## src/hdl/cfr_pkg.sv

```systemverilog
package cfr_pkg;

    // Frame format constants
    localparam int MAX_PAYLOAD = 28;
    localparam int FIXED_BYTES = 4;
    localparam int BUF_AW      = $clog2(MAX_PAYLOAD);
    localparam logic [7:0] HEADER_BYTE = 8'hAA;
    localparam logic [7:0] LEN_MIN     = 8'(FIXED_BYTES);
    localparam logic [7:0] LEN_MAX     = 8'(FIXED_BYTES + MAX_PAYLOAD);

    // Register indexes
    localparam logic REG_ACK_ID   = 1'b0;
    localparam logic REG_ACK_CODE = 1'b1;

    // Result kinds
    localparam logic KIND_DATA = 1'b0;
    localparam logic KIND_END  = 1'b1;

    // Frame-end status codes
    localparam logic [1:0] STAT_GOOD = 2'd0;
    localparam logic [1:0] STAT_CSUM = 2'd1;
    localparam logic [1:0] STAT_LEN  = 2'd2;

    typedef enum logic [2:0] {
        PS_HUNT,
        PS_LEN,
        PS_ID,
        PS_DATA,
        PS_SUM
    } parse_state_t;

    typedef enum logic [1:0] {
        BK_IDLE,
        BK_READ,
        BK_EMIT,
        BK_END
    } back_state_t;

    // Frame-end event handed from parser to output engine
    typedef struct packed {
        logic [1:0] status;
        logic [7:0] message_id;
        logic [5:0] payload_length;
        logic       link;
    } cmd_t;

    // Payload buffer write port
    typedef struct packed {
        logic              en;
        logic [BUF_AW-1:0] addr;
        logic [7:0]        data;
    } buf_wr_t;

endpackage

```

## src/hdl/cfr_cmd_fifo.sv

```systemverilog
module cfr_cmd_fifo (
    input  logic        clk,
    input  logic        rst_n,
    input  logic        wr_en,
    input  cfr_pkg::cmd_t wr_data,
    output logic        full,
    input  logic        rd_en,
    output cfr_pkg::cmd_t rd_data,
    output logic        empty
);
    import cfr_pkg::*;

    cmd_t       mem_reg [2];
    logic       wr_ptr_reg;
    logic       rd_ptr_reg;
    logic [1:0] count_reg;

    assign full    = (count_reg == 2'd2);
    assign empty   = (count_reg == 2'd0);
    assign rd_data = mem_reg[rd_ptr_reg];

    // Storage
    always_ff @(posedge clk)
    begin
        if (wr_en && !full)
        begin
            mem_reg[wr_ptr_reg] <= wr_data;
        end
    end

    // Pointers and fill count
    always_ff @(posedge clk or negedge rst_n)
    begin
        if (!rst_n)
        begin
            wr_ptr_reg <= 1'b0;
            rd_ptr_reg <= 1'b0;
            count_reg  <= 2'd0;
        end
        else
        begin
            if (wr_en && !full)
            begin
                wr_ptr_reg <= !wr_ptr_reg;
            end
            if (rd_en && !empty)
            begin
                rd_ptr_reg <= !rd_ptr_reg;
            end
            unique case ({wr_en && !full, rd_en && !empty})
                2'b10:   count_reg <= count_reg + 2'd1;
                2'b01:   count_reg <= count_reg - 2'd1;
                default: count_reg <= count_reg;
            endcase
        end
    end

endmodule

```

## src/hdl/cfr_front.sv

```systemverilog
module cfr_front (
    input  logic            clk,
    input  logic            rst_n,
    // byte input
    input  logic            push,
    output logic            full,
    input  logic [7:0]      rx_byte,
    // configuration
    input  logic            cfg_write,
    input  logic            cfg_index,
    input  logic [7:0]      cfg_data,
    // event queue
    output logic            cmd_push,
    output cfr_pkg::cmd_t   cmd,
    input  logic            cmd_full,
    // buffer write and drain handshake
    output cfr_pkg::buf_wr_t buf_wr,
    input  logic            drain_done
);
    import cfr_pkg::*;

    parse_state_t state_reg, state_next;
    logic [7:0] sum_reg, sum_next;
    logic [5:0] count_reg, count_next;
    logic [5:0] exp_len_reg, exp_len_next;
    logic [7:0] msg_id_reg, msg_id_next;
    logic       link_reg, link_next;
    logic [7:0] pay0_reg, pay0_next;
    logic [7:0] pay1_reg, pay1_next;
    logic       pending_reg, pending_next;
    logic [7:0] ack_id_reg;
    logic [7:0] ack_code_reg;
    logic       accept;
    logic [5:0] count_inc;

    // Stall on a full queue; hold payload while the previous frame drains
    assign full      = cmd_full || (pending_reg && (state_reg == PS_DATA));
    assign accept    = push && !full;
    assign count_inc = count_reg + 6'd1;

    // Configuration registers
    always_ff @(posedge clk or negedge rst_n)
    begin
        if (!rst_n)
        begin
            ack_id_reg   <= 8'd0;
            ack_code_reg <= 8'd0;
        end
        else if (cfg_write)
        begin
            unique case (cfg_index)
                REG_ACK_ID:   ack_id_reg   <= cfg_data;
                REG_ACK_CODE: ack_code_reg <= cfg_data;
            endcase
        end
    end

    // Parser state
    always_ff @(posedge clk or negedge rst_n)
    begin
        if (!rst_n)
        begin
            state_reg   <= PS_HUNT;
            sum_reg     <= 8'd0;
            count_reg   <= 6'd0;
            exp_len_reg <= 6'd0;
            msg_id_reg  <= 8'd0;
            link_reg    <= 1'b0;
            pending_reg <= 1'b0;
        end
        else
        begin
            state_reg   <= state_next;
            sum_reg     <= sum_next;
            count_reg   <= count_next;
            exp_len_reg <= exp_len_next;
            msg_id_reg  <= msg_id_next;
            link_reg    <= link_next;
            pending_reg <= pending_next;
        end
    end

    // Copies of the first two payload bytes for the ack check
    always_ff @(posedge clk)
    begin
        pay0_reg <= pay0_next;
        pay1_reg <= pay1_next;
    end

    // Next state and event generation
    always_comb
    begin
        state_next   = state_reg;
        sum_next     = sum_reg;
        count_next   = count_reg;
        exp_len_next = exp_len_reg;
        msg_id_next  = msg_id_reg;
        link_next    = link_reg;
        pay0_next    = pay0_reg;
        pay1_next    = pay1_reg;
        pending_next = pending_reg && !drain_done;
        cmd_push     = 1'b0;
        cmd          = '{status: STAT_GOOD, message_id: msg_id_reg,
                         payload_length: exp_len_reg, link: link_reg};
        buf_wr       = '{en: 1'b0, addr: count_reg[BUF_AW-1:0], data: rx_byte};

        if (accept)
        begin
            unique case (state_reg)
                PS_LEN:
                begin
                    if ((rx_byte < LEN_MIN) || (rx_byte > LEN_MAX))
                    begin
                        cmd_push = 1'b1;
                        cmd      = '{status: STAT_LEN, message_id: 8'd0,
                                     payload_length: 6'd0, link: link_reg};
                        sum_next   = 8'd0;
                        state_next = PS_HUNT;
                    end
                    else
                    begin
                        exp_len_next = 6'(rx_byte - LEN_MIN);
                        sum_next     = sum_reg + rx_byte;
                        state_next   = PS_ID;
                    end
                end
                PS_ID:
                begin
                    msg_id_next = rx_byte;
                    sum_next    = sum_reg + rx_byte;
                    count_next  = 6'd0;
                    state_next  = (exp_len_reg == 6'd0) ? PS_SUM : PS_DATA;
                end
                PS_DATA:
                begin
                    buf_wr.en  = 1'b1;
                    if (count_reg == 6'd0)
                    begin
                        pay0_next = rx_byte;
                    end
                    if (count_reg == 6'd1)
                    begin
                        pay1_next = rx_byte;
                    end
                    count_next = count_inc;
                    sum_next   = sum_reg + rx_byte;
                    if (count_inc >= exp_len_reg)
                    begin
                        state_next = PS_SUM;
                    end
                end
                PS_SUM:
                begin
                    cmd_push = 1'b1;
                    if (sum_reg == rx_byte)
                    begin
                        if ((msg_id_reg == ack_id_reg) && (exp_len_reg == 6'd2)
                            && (pay0_reg == ack_code_reg))
                        begin
                            link_next = (pay1_reg == 8'd0);
                        end
                        cmd.link = link_next;
                        // only frames with payload tie up the buffer
                        if (exp_len_reg != 6'd0)
                        begin
                            pending_next = 1'b1;
                        end
                    end
                    else
                    begin
                        cmd.status = STAT_CSUM;
                    end
                    sum_next   = 8'd0;
                    count_next = 6'd0;
                    state_next = PS_HUNT;
                end
                default:
                begin
                    if (rx_byte == HEADER_BYTE)
                    begin
                        sum_next   = HEADER_BYTE;
                        state_next = PS_LEN;
                    end
                    else
                    begin
                        sum_next   = 8'd0;
                        state_next = PS_HUNT;
                    end
                end
            endcase
        end
    end

endmodule

```

## src/hdl/cfr_back.sv

```systemverilog
module cfr_back (
    input  logic             clk,
    input  logic             rst_n,
    // buffer write from parser
    input  cfr_pkg::buf_wr_t buf_wr,
    // event queue
    input  logic             cmd_empty,
    input  cfr_pkg::cmd_t    cmd,
    output logic             cmd_pop,
    output logic             drain_done,
    // result output
    output logic             empty,
    input  logic             pop,
    output logic             kind,
    output logic [7:0]       message_id,
    output logic [7:0]       data_byte,
    output logic [5:0]       byte_index,
    output logic [5:0]       payload_length,
    output logic [1:0]       status,
    output logic             link_connected,
    output logic             last
);
    import cfr_pkg::*;

    logic [7:0] mem [MAX_PAYLOAD];

    back_state_t state_reg, state_next;
    cmd_t        cur_reg, cur_next;
    logic [5:0]  idx_reg, idx_next;
    logic [7:0]  rd_data_reg;
    logic        out_valid_reg, out_valid_next;
    logic        out_load;
    logic        out_free;
    logic        kind_reg, kind_next;
    logic [7:0]  data_reg, data_next;
    logic [5:0]  bidx_reg, bidx_next;
    logic [1:0]  status_reg, status_next;
    logic        last_reg, last_next;
    logic [7:0]  msg_reg;
    logic [5:0]  plen_reg;
    logic        link_reg;

    assign out_free = !out_valid_reg || pop;

    // Payload buffer with registered read
    always_ff @(posedge clk)
    begin
        if (buf_wr.en)
        begin
            mem[buf_wr.addr] <= buf_wr.data;
        end
        if (state_reg == BK_READ)
        begin
            rd_data_reg <= mem[idx_reg[BUF_AW-1:0]];
        end
    end

    // Control registers
    always_ff @(posedge clk or negedge rst_n)
    begin
        if (!rst_n)
        begin
            state_reg     <= BK_IDLE;
            out_valid_reg <= 1'b0;
        end
        else
        begin
            state_reg     <= state_next;
            out_valid_reg <= out_valid_next;
        end
    end

    // Working and output payload registers
    always_ff @(posedge clk)
    begin
        cur_reg <= cur_next;
        idx_reg <= idx_next;
        if (out_load)
        begin
            kind_reg   <= kind_next;
            data_reg   <= data_next;
            bidx_reg   <= bidx_next;
            status_reg <= status_next;
            last_reg   <= last_next;
            msg_reg    <= cur_reg.message_id;
            plen_reg   <= cur_reg.payload_length;
            link_reg   <= cur_reg.link;
        end
    end

    // Result sequencer
    always_comb
    begin
        state_next     = state_reg;
        cur_next       = cur_reg;
        idx_next       = idx_reg;
        cmd_pop        = 1'b0;
        drain_done     = 1'b0;
        out_load       = 1'b0;
        out_valid_next = out_valid_reg && !pop;
        kind_next      = KIND_END;
        data_next      = 8'd0;
        bidx_next      = 6'd0;
        status_next    = cur_reg.status;
        last_next      = 1'b1;

        unique case (state_reg)
            BK_IDLE:
            begin
                if (!cmd_empty)
                begin
                    cmd_pop  = 1'b1;
                    cur_next = cmd;
                    idx_next = 6'd0;
                    if ((cmd.status == STAT_GOOD) && (cmd.payload_length != 6'd0))
                    begin
                        state_next = BK_READ;
                    end
                    else
                    begin
                        state_next = BK_END;
                    end
                end
            end
            BK_READ:
            begin
                state_next = BK_EMIT;
            end
            BK_EMIT:
            begin
                if (out_free)
                begin
                    out_load       = 1'b1;
                    out_valid_next = 1'b1;
                    kind_next      = KIND_DATA;
                    data_next      = rd_data_reg;
                    bidx_next      = idx_reg;
                    status_next    = STAT_GOOD;
                    last_next      = 1'b0;
                    idx_next       = idx_reg + 6'd1;
                    if ((idx_reg + 6'd1) == cur_reg.payload_length)
                    begin
                        state_next = BK_END;
                    end
                    else
                    begin
                        state_next = BK_READ;
                    end
                end
            end
            BK_END:
            begin
                if (out_free)
                begin
                    out_load       = 1'b1;
                    out_valid_next = 1'b1;
                    // buffer is free again once a payload frame is read out
                    drain_done     = (cur_reg.status == STAT_GOOD)
                                     && (cur_reg.payload_length != 6'd0);
                    state_next     = BK_IDLE;
                end
            end
        endcase
    end

    assign empty          = !out_valid_reg;
    assign kind           = kind_reg;
    assign message_id     = msg_reg;
    assign data_byte      = data_reg;
    assign byte_index     = bidx_reg;
    assign payload_length = plen_reg;
    assign status         = status_reg;
    assign link_connected = link_reg;
    assign last           = last_reg;

endmodule

```

## src/hdl/checksummed_frame_receiver.sv

```systemverilog
// Checksummed frame receiver.
// Input channel: one received serial byte per item on rx_byte, taken when
// push is high and full is low. Frames are 0xAA, LEN, ID, payload, SUM.
// Result channel: the oldest result sits on the result ports while empty is
// low and is taken when pop is high. A good frame gives one result per
// payload byte and then a frame-end result; a bad length or bad checksum
// gives a single frame-end result. last marks the final result of a frame.
// Configuration: cfg_write with cfg_index 0 (ack message id) or 1 (ack code).
// Flow: a frame-end byte queues an event in a two-entry queue; the output
// engine then reads each payload byte from the buffer and loads it into the
// output register, and then loads the frame-end result.
// While a good frame's payload still drains, full rises for the next frame's
// payload bytes; full also rises when the event queue holds two events.
// A stalled receiver (pop low) holds the output register and backs up the
// engine, the queue and then full. Reset returns the parser to header hunt,
// clears the link flag and config registers and empties the queue and output.
module checksummed_frame_receiver (
    input  logic       clk,
    input  logic       rst_n,
    input  logic       push,
    output logic       full,
    input  logic [7:0] rx_byte,
    input  logic       cfg_write,
    input  logic       cfg_index,
    input  logic [7:0] cfg_data,
    output logic       empty,
    input  logic       pop,
    output logic       kind,
    output logic [7:0] message_id,
    output logic [7:0] data_byte,
    output logic [5:0] byte_index,
    output logic [5:0] payload_length,
    output logic [1:0] status,
    output logic       link_connected,
    output logic       last
);
    import cfr_pkg::*;

    cmd_t    front_cmd;
    cmd_t    fifo_cmd;
    logic    cmd_push;
    logic    cmd_full;
    logic    cmd_pop;
    logic    cmd_empty;
    logic    drain_done;
    buf_wr_t buf_wr;

    cfr_front u_front (
        .clk        (clk),
        .rst_n      (rst_n),
        .push       (push),
        .full       (full),
        .rx_byte    (rx_byte),
        .cfg_write  (cfg_write),
        .cfg_index  (cfg_index),
        .cfg_data   (cfg_data),
        .cmd_push   (cmd_push),
        .cmd        (front_cmd),
        .cmd_full   (cmd_full),
        .buf_wr     (buf_wr),
        .drain_done (drain_done)
    );

    cfr_cmd_fifo u_fifo (
        .clk     (clk),
        .rst_n   (rst_n),
        .wr_en   (cmd_push),
        .wr_data (front_cmd),
        .full    (cmd_full),
        .rd_en   (cmd_pop),
        .rd_data (fifo_cmd),
        .empty   (cmd_empty)
    );

    cfr_back u_back (
        .clk            (clk),
        .rst_n          (rst_n),
        .buf_wr         (buf_wr),
        .cmd_empty      (cmd_empty),
        .cmd            (fifo_cmd),
        .cmd_pop        (cmd_pop),
        .drain_done     (drain_done),
        .empty          (empty),
        .pop            (pop),
        .kind           (kind),
        .message_id     (message_id),
        .data_byte      (data_byte),
        .byte_index     (byte_index),
        .payload_length (payload_length),
        .status         (status),
        .link_connected (link_connected),
        .last           (last)
    );

endmodule
```

## config.mk

```make
export PLATFORM = sky130hd
export DESIGN_NAME = checksummed_frame_receiver
export DESIGN_NICKNAME = d
export VERILOG_FILES = /design/src/hdl/cfr_pkg.sv /design/src/hdl/cfr_cmd_fifo.sv /design/src/hdl/cfr_front.sv /design/src/hdl/cfr_back.sv /design/src/hdl/checksummed_frame_receiver.sv
export SDC_FILE = /design/constraint.sdc
export NUM_CORES = 1
export LEC_CHECK = 0
export BUFFER_PORTS_ARGS = -buffer_cell sky130_fd_sc_hd__buf_2
export CORE_ASPECT_RATIO = 0.9
export CORE_MARGIN = 1.5
export CORE_UTILIZATION = 30
export CTS_CLUSTER_DIAMETER = 100
export DETAILED_ROUTE_END_ITERATION = 8
export GPL_ROUTABILITY_DRIVEN = 0
export GPL_TIMING_DRIVEN = 0
export PLACE_DENSITY = 0.43
export SLEW_MARGIN = 10
export SYNTH_ARGS = -nofsm -noshare
export SYNTH_HDL_FRONTEND = slang
export SYNTH_HIERARCHICAL = 1
export SYNTH_SLANG_ARGS = --single-unit
```

## constraint.sdc

```tcl
create_clock -name clk -period 3.6 [get_ports clk]
set_input_delay 0.18 -clock clk [delete_from_list [all_inputs] [get_ports clk]]
set_output_delay 0.18 -clock clk [all_outputs]
set_load 0.02 [all_outputs]
```

## Word level (Yosys, flattened, before mapping)

Memories as Yosys holds them, arrays and structs flattened. A register that Yosys moved wholly into a read port is not among the register bits.
Index checks and enable logic that the tools add are counted.

| word-level totals | value |
|---|---|
| memory bits (read-only) | 0 |
| logic and storage cells | 164 |
| latch bits | 0 |
| flip-flop bits (word level) | 127 |
| memories kept | 2 |
| output and inout bits | 35 |
| memory bits (writable) | 258 |
| input port bits | 22 |

Memory list:

| memory | words | bits a word | read ports | clocked after Yosys merged registers in | wr ports | RTL line | text |
|---|---|---|---|---|---|---|---|
| u_back.mem | 28 | 8 | 1 | 1 | 1 | cfr_back.sv:25 | `logic [7:0] mem [MAX_PAYLOAD];` |
| u_fifo.mem_reg | 2 | 17 | 1 | 0 | 1 | cfr_cmd_fifo.sv:13 | `cmd_t mem_reg [2];` |

| operators by class | value |
|---|---|
| multiply operators | 0 |
| $lt $le $gt $ge | 3 |
| add/subtract/negate cells | 6 |
| reductions and logical operators | 50 |
| multiplexer cells | 51 |
| div/mod/pow operators | 0 |
| bitwise gates (word level) | 3 |
| eq/ne operators | 21 |
| shift operators | 0 |

Operator list:

| kind | number |
|---|---|
| two-way mux 17 bit | 2 |
| two-way mux 1 bit | 25 |
| == test 8 bit | 3 |
| one-hot mux 6 bit (2 select lines) | 2 |
| one-hot mux 8 bit (3 select lines) | 1 |
| nonzero test 6 bit | 3 |
| two-way mux 2 bit | 8 |
| two-way mux 8 bit | 2 |
| AND reduction 2 bit | 8 |
| AND reduction 3 bit | 5 |
| two-way mux 14 bit | 1 |
| adder 6 x 1 -> 6 bit (second input constant) | 2 |
| logical NOT 6 bit | 2 |
| two-way mux 6 bit | 2 |
| one-hot mux 3 bit (4 select lines) | 1 |
| logical AND 1 bit | 10 |
| adder 8 bit | 1 |
| == test 2 bit (second input constant) | 4 |
| == test 8 bit (second input constant) | 1 |
| greater-than comparator 8 x 6 -> 1 bit (second input constant) | 1 |
| logical NOT 1 bit | 8 |
| logical NOT 2 bit | 4 |
| logical NOT 8 bit | 1 |
| < comparator 8 x 3 -> 1 bit (second input constant) | 1 |
| 21 further kinds | 36 |

## Logic depth before layout (Yosys ltp)

Gate-level depths: netlist of the first run.

| depth | value |
|---|---|
| depth after elaboration | 10 |
| depth in mapped cells | 13 |
| mapped depth without buffers | 12 |

## By module

Netlist of the first run, hierarchy kept.

Modules (own cells, without submodules):

| module | times used | sequential area each (sq um) | cells an instance | area an instance (sq um) |
|---|---|---|---|---|
| cfr_back | 1 | 8,693.3 | 594 | 11,340.9 |
| cfr_front | 1 | 1,706.6 | 315 | 3,560.9 |
| cfr_cmd_fifo | 1 | 1,121.1 | 71 | 1,473.9 |

## Least setup slack after synthesis of the first run

OpenSTA, ideal clock, no wires.

| timing | value |
|---|---|
| kind | flip-flop to flip-flop |
| start | register u_fifo.count_reg[0] |
| end | memory u_fifo/mem_reg[0][0] in the netlist's numbering, enable pin |
| stages on the path, launching flop included | 11 |
| library setup time | 390 ps |
| path buffers | 2 |
| data arrival time | 2,585 ps |
| path slack | 625 ps |
| clock period less this slack | 2,975 ps |
| path through | dfrtp_1 nand2b_1 inv_1 nand2b_1 clkbuf_1 nor4_2 clkbuf_1 inv_1 nand2_1 nand2_1 nor2_1 |

| on the way | value |
|---|---|
| word-level cells in the longest chain between the ends | 8 |

RTL lines:

| item | RTL line | text |
|---|---|---|
| start, declared | cfr_cmd_fifo.sv:16 | `logic [1:0] count_reg;` |
| start signal, assigned | cfr_cmd_fifo.sv:51 | `2'b10: count_reg <= count_reg + 2'd1;` |
| start signal, assigned | cfr_cmd_fifo.sv:52 | `2'b01: count_reg <= count_reg - 2'd1;` |
| start signal, assigned | cfr_cmd_fifo.sv:53 | `default: count_reg <= count_reg;` |
| == test 2 bit | cfr_cmd_fifo.sv:18 | `assign full = (count_reg == 2'd2);` |
| net cmd_full | checksummed_frame_receiver.sv:42 | `logic cmd_full;` |
| logical OR 1 bit | cfr_front.sv:37 | `assign full = cmd_full \|\| (pending_reg && (state_reg == PS_DATA));` |
| logical NOT 1 bit | cfr_front.sv:38 | `assign accept = push && !full;` |
| logical AND 1 bit | cfr_front.sv:38 |  |
| two-way mux 1 bit | cfr_front.sv:107 | `if (accept)` |
| net cmd_push | checksummed_frame_receiver.sv:41 | `logic cmd_push;` |
| logical AND 1 bit | cfr_cmd_fifo.sv:25 | `if (wr_en && !full)` |
| two-way mux 1 bit | cfr_cmd_fifo.sv:25 |  |
| two-way mux 1 bit (implied by the code) | cfr_cmd_fifo.sv:27 | `mem_reg[wr_ptr_reg] <= wr_data;` |
| end, declared | cfr_cmd_fifo.sv:13 |  |

The timed path passes the listed nets, and every way through them passes these cells.

==> results of run 1 <==
[cell usage after synthesis, types with 11 or more instances]
library cell | instances | area share
mux2_2 | 42 | 0.029
nor2b_1 | 19 | 0.0073
nor2_1 | 62 | 0.014
nor4_1 | 11 | 0.0042
xnor2_1 | 16 | 0.0086
ha_1 | 21 | 0.016
nand2_1 | 33 | 0.0076
xor2_1 | 28 | 0.015
and2_1 | 17 | 0.0065
mux4_2 | 23 | 0.032
inv_1 | 19 | 0.0044
nand2b_1 | 14 | 0.0053
edfxtp_1 | 337 | 0.62
o21ai_0 | 11 | 0.0034
a21oi_1 | 27 | 0.0083
mux2i_1 | 48 | 0.029
clkbuf_1 | 13 | 0.0030
buf_4 | 25 | 0.011
dfrtp_1 | 56 | 0.086
nand3_1 | 24 | 0.0073
nor3_1 | 14 | 0.0043
mux4_1 | 11 | 0.018
[stage by stage]
stage          utilization  instance area, um^2
2_1_floorplan            -                16400
3_3_place_gp         0.324                17500
3_5_place_dp         0.325                17600
4_1_cts              0.355                19200
5_1_grt              0.356                19300
6_report             0.357                19300
[repair_timing]
action                                 4_1_cts  5_1_grt
setup buffers                                0        0
hold buffers                                18        0
setup endpoints to repair                  233      172
endpoints found under the hold margin       88        0
resized for setup                            4       21
pin swaps                                    0        0
[metal layers]
metal | GRT usage | wire [um] | vias to the layer above | part of all wire
met5 | 0 | 0 | - | 0
met4 | 0.0340 | 654 | 0 | 0.016
met3 | 0.0286 | 1780 | 54 | 0.045
met2 | 0.209 | 16900 | 182 | 0.43
met1 | 0.221 | 20300 | 4483 | 0.51
li1 | - | - | 4014 | -
[critical path, cell delays in order, from the launching register on]
cell and delay [ns]:
dfrtp_1 0.40, nand2b_1 0.22, inv_1 0.12, nand2b_1 0.15
clkbuf_1 0.21, nor3_2 0.52, or3b_2 0.49, clkbuf_1 0.25
nor2_1 0.76
[where the power goes]
part           switching (W)  leakage (nW)  total, W  internal (W)
sequential          0.000356          3.75   0.00616       0.00580
clock                0.00185         0.703   0.00448       0.00263
combinational        0.00268          2.34   0.00452       0.00184
total                0.00488          6.79    0.0152        0.0103
[final cells by class]
cell class,count,area (um^2)
tap,705,882
antenna,1,2.50
sequential,393,11500
buffer,50,340
clock inverter,24,263
multi-input combinational,518,4520
fill,5198,34800
clock buffer,58,1180
timing repair buffer,77,513
inverter,19,71.3
[cell families after synthesis]
logic type | Yosys count
multiplexers | 134
flip-flops | 393
XOR/XNOR | 46
adder cells (fa/ha/maj) | 22
buffers and inverters | 69
AND/OR/NAND/NOR | 221
AO/OA/AOI/OAI | 95
[how the worst max path moves through the flow]
stage | end | slack [ns] | cells past startpoint
6_report | u_back/mem[8][7] | 0.04 | 8
5_1_grt | u_back/mem[12][2] | -0.27 | 8
4_1_cts | u_back/mem[8][7] | 0.008 | 8
3_5_place_dp | u_back/mem[21][3] | -0.29 | 7
3_3_place_gp | u_fifo/mem_reg[0][11] | -0.64 | 11
2_1_floorplan | u_fifo/mem_reg[0][0] | 0.62 | 10
==> results.yml, run 1 <==
floorplanning:
  initial_utilization: 0.303
  die_area_mm2: 0.0560
  core_area_mm2: 0.0541
  pin_count: 57
  die_height_um: 225
  die_x_um: 249
  row_count: 81
pwr:
  max-vdd-ir-drop_v: 0.000300
  p_total_w: 0.0152
  leakagePower_nw: 6.79
  cellPowerDensity_mw_per_mm2: 785
logic_synthesis:
  synth.distinct_cells: 65
  synthAdderAreaFrac: 0.0173
  synth_mux_area_frac: 0.117
  synth_edf_count: 337
  synth-main-ff-cell: "edfxtp_1"
  avgSynthCellArea_um2: 16.7
  synth_compound_area_frac: 0.0413
  ys_seq_area_frac: 0.704
  synth-xor-area-share: 0.0264
  synth_area_mm2: 0.0164
  async_reset_ff_frac: 0.142
  synth_simple_gate_area_frac: 0.0698
  synthCells: 980
  syn_nets: 1024
  synth_top_family_by_area: "multiplexers"
  ys_seq_elements: 393
  yosys_warnings: 6
timing:
  layout_setup_ws_ns: 0.0390
  finalCritPeriodShare: 0.989
  relSlewSlack: 0.398
  tightest_slew_ns: 0.900
  hold_viol_final: 0
  totalNegativeSetupSlack_ns: 0
  rsz0062_at_grt: "yes"
  clock.fmax_mhz: 281
  period_needed_ns: 3.56
  finalClockSkew_ns: 0.0353
  fin_hold_ws_ns: 0.0379
  drv_slew: 0
  setup_violations: 0
route:
  via_count: 8733
  ant_nets: 0
  via_per_inst: 4.73
  wirelength_mm: 39.7
  remaining_drc_errors: 0
  wl_per_cell_um: 21.5
  firstDrtPassIters: 6
  drt_iter0_markers: 530
placement:
  dp.cells: 1744
  detailed_place_hpwl_mm: 26.1
  port_buffers: 56
  dp_slack_ns: -0.291
worst_setup_path:
  r2r-start: "u_fifo/count_reg[0]"
  cp_max_fo: 11
  path_class: "register to register"
  worstRegToRegCells: 8
  critPathLaunchType: "register"
  critPathLaunch: "u_fifo/count_reg[0]"
  r2r-end: "u_back/mem[8][7]"
  critPathCaptureType: "register"
  cp.required_ns: 3.77
  reg2reg_slack_ns: 0.04
  arrival_ns: 3.73
clock_network:
  cts_tree: "done"
  cts.path.max_buffers: 3
  insertion_delay_ns: 0.58
  clk_pin_slew_ns: 0.06
  cts_root_buf: "clkbuf_16"
  htreeDepth: 2
  clock-sinks: 393
  numCtsBuffers: 44
cells_and_area:
  largest_reg_flops: 224
  stdcell_count: 1845
  layout.nets: 1147
  layout_common_cells: "337 x edfxtp_1, 61 x buf_2, 56 x dfrtp_1"
  mostFrequentLayoutCell: "edfxtp_1"
  drive_gt1_frac: 0.241
  area_growth_pct: 17.8
status:
  outcome: "complete, no violations"
min_path:
  hold_path_class: "input port to register"
  holdPathEnd: "u_front/pay0_reg[5]"
  min_from: "rx_byte[5]"
  whs_path_depth: 1
global_route:
  grt_pass1_wl_mm: 59.4
  grt_max_degree: 54
  grt_pass1_vias: 8919
  overflow: 0
  grt_usage: 0.144
  antenna_found_initial: 1
run:
  drv_cap: 0
No activity file was read; power rests on OpenSTA's default activity.
==> run 2: changes to the inputs <==
ABC_AREA = 1   (was unset)
==> run 2 against run 1 <==
Effect of this change:
- non-clock buffer count increased by 24
- sequential cell count unchanged
- count of clock-buffer cells in the layout increased by 3
- critical path depth rose by 1
- critical endpoint is now u_back/mem[24][4]
- area after synthesis up 4.9%
- first-iteration DRC count grew 54%
- largest cell class unchanged
- clock power shrank 4.9%
- via count increased by 32%
- wire length up 20%
- global-route usage increased by 2.3 points
- synthesized cell count is 60% higher
==> results.yml, run 2 <==
timing:
  fin_hold_ws_ns: 0.0702
  tightest_slew_ns: 1.10
  finalClockSkew_ns: 0.0274
  drv_slew: 0
  rsz0062_at_grt: "no"
  finalCritPeriodShare: 0.856
  period_needed_ns: 3.08
  clock.fmax_mhz: 325
  layout_setup_ws_ns: 0.519
  relSlewSlack: 0.264
  setup_violations: 0
  hold_viol_final: 0
pwr:
  cellPowerDensity_mw_per_mm2: 758
  max-vdd-ir-drop_v: 0.000402
  leakagePower_nw: 7.78
floorplanning:
  row_count: 83
  die_height_um: 230
  core_area_mm2: 0.0568
  die_x_um: 255
  die_area_mm2: 0.0587
  initial_utilization: 0.302
  pin_count: 57
global_route:
  grt_pass1_wl_mm: 72.2
  overflow: 0
  grt_usage: 0.167
  grt_pass1_vias: 11400
  antenna_found_initial: 2
  grt_max_degree: 54
placement:
  dp_slack_ns: 0.529
  detailed_place_hpwl_mm: 32.6
  port_buffers: 56
worst_setup_path:
  critPathLaunchType: "register"
  path_class: "register to register"
  cp_cell_sequence: "nor2_2, inv_1, nand3_4, buf_12, inv_6, nand2_2, inv_2, nand3_1, nor2_1"
  cp_max_fo: 10
  crit_slowest_cell: "nor2_1"
  max_stage_delay_ns: 0.98
  critPathCaptureType: "register"
  arrival_ns: 3.25
  cp.required_ns: 3.77
cells_and_area:
  drive_gt1_frac: 0.138
  multi_input_area_mm2: 0.00452
  antenna_cells: 0
  area_growth_pct: 16.8
  mostFrequentLayoutCell: "edfxtp_1"
  largest_reg_flops: 224
  layout.nets: 1740
  regArea_mm2: 0.0115
  layout_common_cells: "337 x edfxtp_1, 282 x nand2_1, 267 x nor2_1"
  fillCellCount: 5701
route:
  ant_nets: 0
  firstDrtPassIters: 5
  via_per_inst: 4.62
  via_count: 11500
  wirelength_mm: 47.6
  remaining_drc_errors: 0
  wl_per_cell_um: 19.1
  drt_iter0_markers: 815
run:
  drv_cap: 0
clock_network:
  insertion_delay_ns: 0.57
  clock-sinks: 393
  cts_tree: "done"
  postCtsSetupBuffers: 0
  htreeDepth: 2
  numCtsBuffers: 45
  clk_pin_slew_ns: 0.05
  cts.path.max_buffers: 3
  cts_root_buf: "clkbuf_16"
  cts_resized: 0
logic_synthesis:
  yosys.area.top_type: "edfxtp_1"
  ys_seq_elements: 393
  yosys.cell_count.top_type: "edfxtp_1"
  syn_nets: 1614
  avgSynthCellArea_um2: 10.9
  synth.distinct_cells: 47
  ys_seq_area_frac: 0.671
  synth-main-ff-cell: "edfxtp_1"
  synthCells: 1570
  post-synth-top-area-fraction: 0.589
  synth_area_leaders: "edfxtp_1 59%, dfrtp_1 8.2%, nand2_1 6.2%, nor2_1 5.9%, o21ai_0 3.2%"
  synth_area_mm2: 0.0172
  async_reset_ff_frac: 0.142
  synth_edf_count: 337
  yosys_warnings: 6
  synth_common_cells: "337 x edfxtp_1, 282 x nand2_1, 270 x nor2_1, 132 x inv_1, 109 x o21ai_0"
status:
  outcome: "complete, no violations"
min_path:
  hold_path_class: "input port to register"
[run 2: changes by cell type after synthesis, moves of 18 or more]
cell	delta
inv_1	+113
inv_2	+18
mux2_2	-42
mux2i_1	-48
mux4_2	-23
nand2_1	+249
nand3_1	+48
nor2_1	+208
nor2b_1	-19
o211ai_1	+20
o21ai_0	+98
o21ai_1	+67
[run 2: path summary, 6_finish.rpt]
kind	start	cells after the start	slack [ns]	end
min	cfg_write	4	0.07	u_front/ack_id_reg[1]
max reg2reg	u_fifo/count_reg[0]	9	0.52	u_back/mem[24][4]
min in group asynchronous	rst_n	3	0.17	u_fifo/rd_ptr_reg
min reg2reg	u_back/cur_reg[14]	0	0.42	u_back/message_id[7]
max in group asynchronous	rst_n	3	2.85	u_back/out_valid_reg
max	u_fifo/count_reg[0]	9	0.52	u_back/mem[24][4]
[run 2: cells by family (layout without fill, tap and decap cells)]
kind of cell    count (synthesis)  count (layout)  share of synthesized area
compound gates                236             236                     0.0749
fa+ha+maj                      22              22                     0.0165
xor+xnor                       13              13                    0.00663
flops                         393             393                      0.671
simple gates                  675             675                      0.164
buf+inv                       231             387                     0.0677
[run 2: area by class of cell]
class	count	area share
buffer	72	0.0275
clock buffer	61	0.0602
clock inverter	16	0.00680
inverter	159	0.0305
multi-input combinational	946	0.225
sequential	393	0.574
tap	765	0.0477
timing repair buffer	79	0.0278
[run 2: per-layer routing]
layer  GRT usage  up-vias  share of wire
met4      0.0435        0          0.019
li1            -     5554              -
met1       0.243     5609           0.48
met5           0        -              0
met2       0.260      296           0.45
met3      0.0234       59          0.053
[run 2: stage by stage]
step / area (um^2) / setup TNS (ns) / std cells / utilization / total power [W]
after detailed placement: 18500 / 0 / 2395 / 0.326 / 0.0110
after floorplan: 17200 / 0 / 1570 / - / 0.00908
after global placement: 18400 / -0.0618 / 2391 / 0.324 / 0.0109
after CTS: 20100 / 0 / 2491 / 0.353 / 0.0154
after global routing: 20100 / 0 / 2491 / 0.353 / 0.0161
final: 20100 / 0 / 2491 / 0.353 / 0.0152
[run 2: timing repair]
item | CTS | global route
setup endpoints to repair | 0 | 0
hold buffers | 19 | 0
hold endpoints to repair | 98 | 0
[run 2: power by group]
| part | total, W | internal (W) | switching, W | leakage (nW) |
|---|---|---|---|---|
| Combinational | 0.00515 | 0.00156 | 0.00359 | 3.42 |
| Clock | 0.00426 | 0.00248 | 0.00179 | 0.653 |
| Sequential | 0.00579 | 0.00554 | 0.000247 | 3.71 |
[run 2: critical path: cells and delay by family, from the launching register on]
family                 cells  cell delay (ns)
and+or+nand+nor            5             1.69
DFF                        1             0.46
buffers and inverters      4             0.53
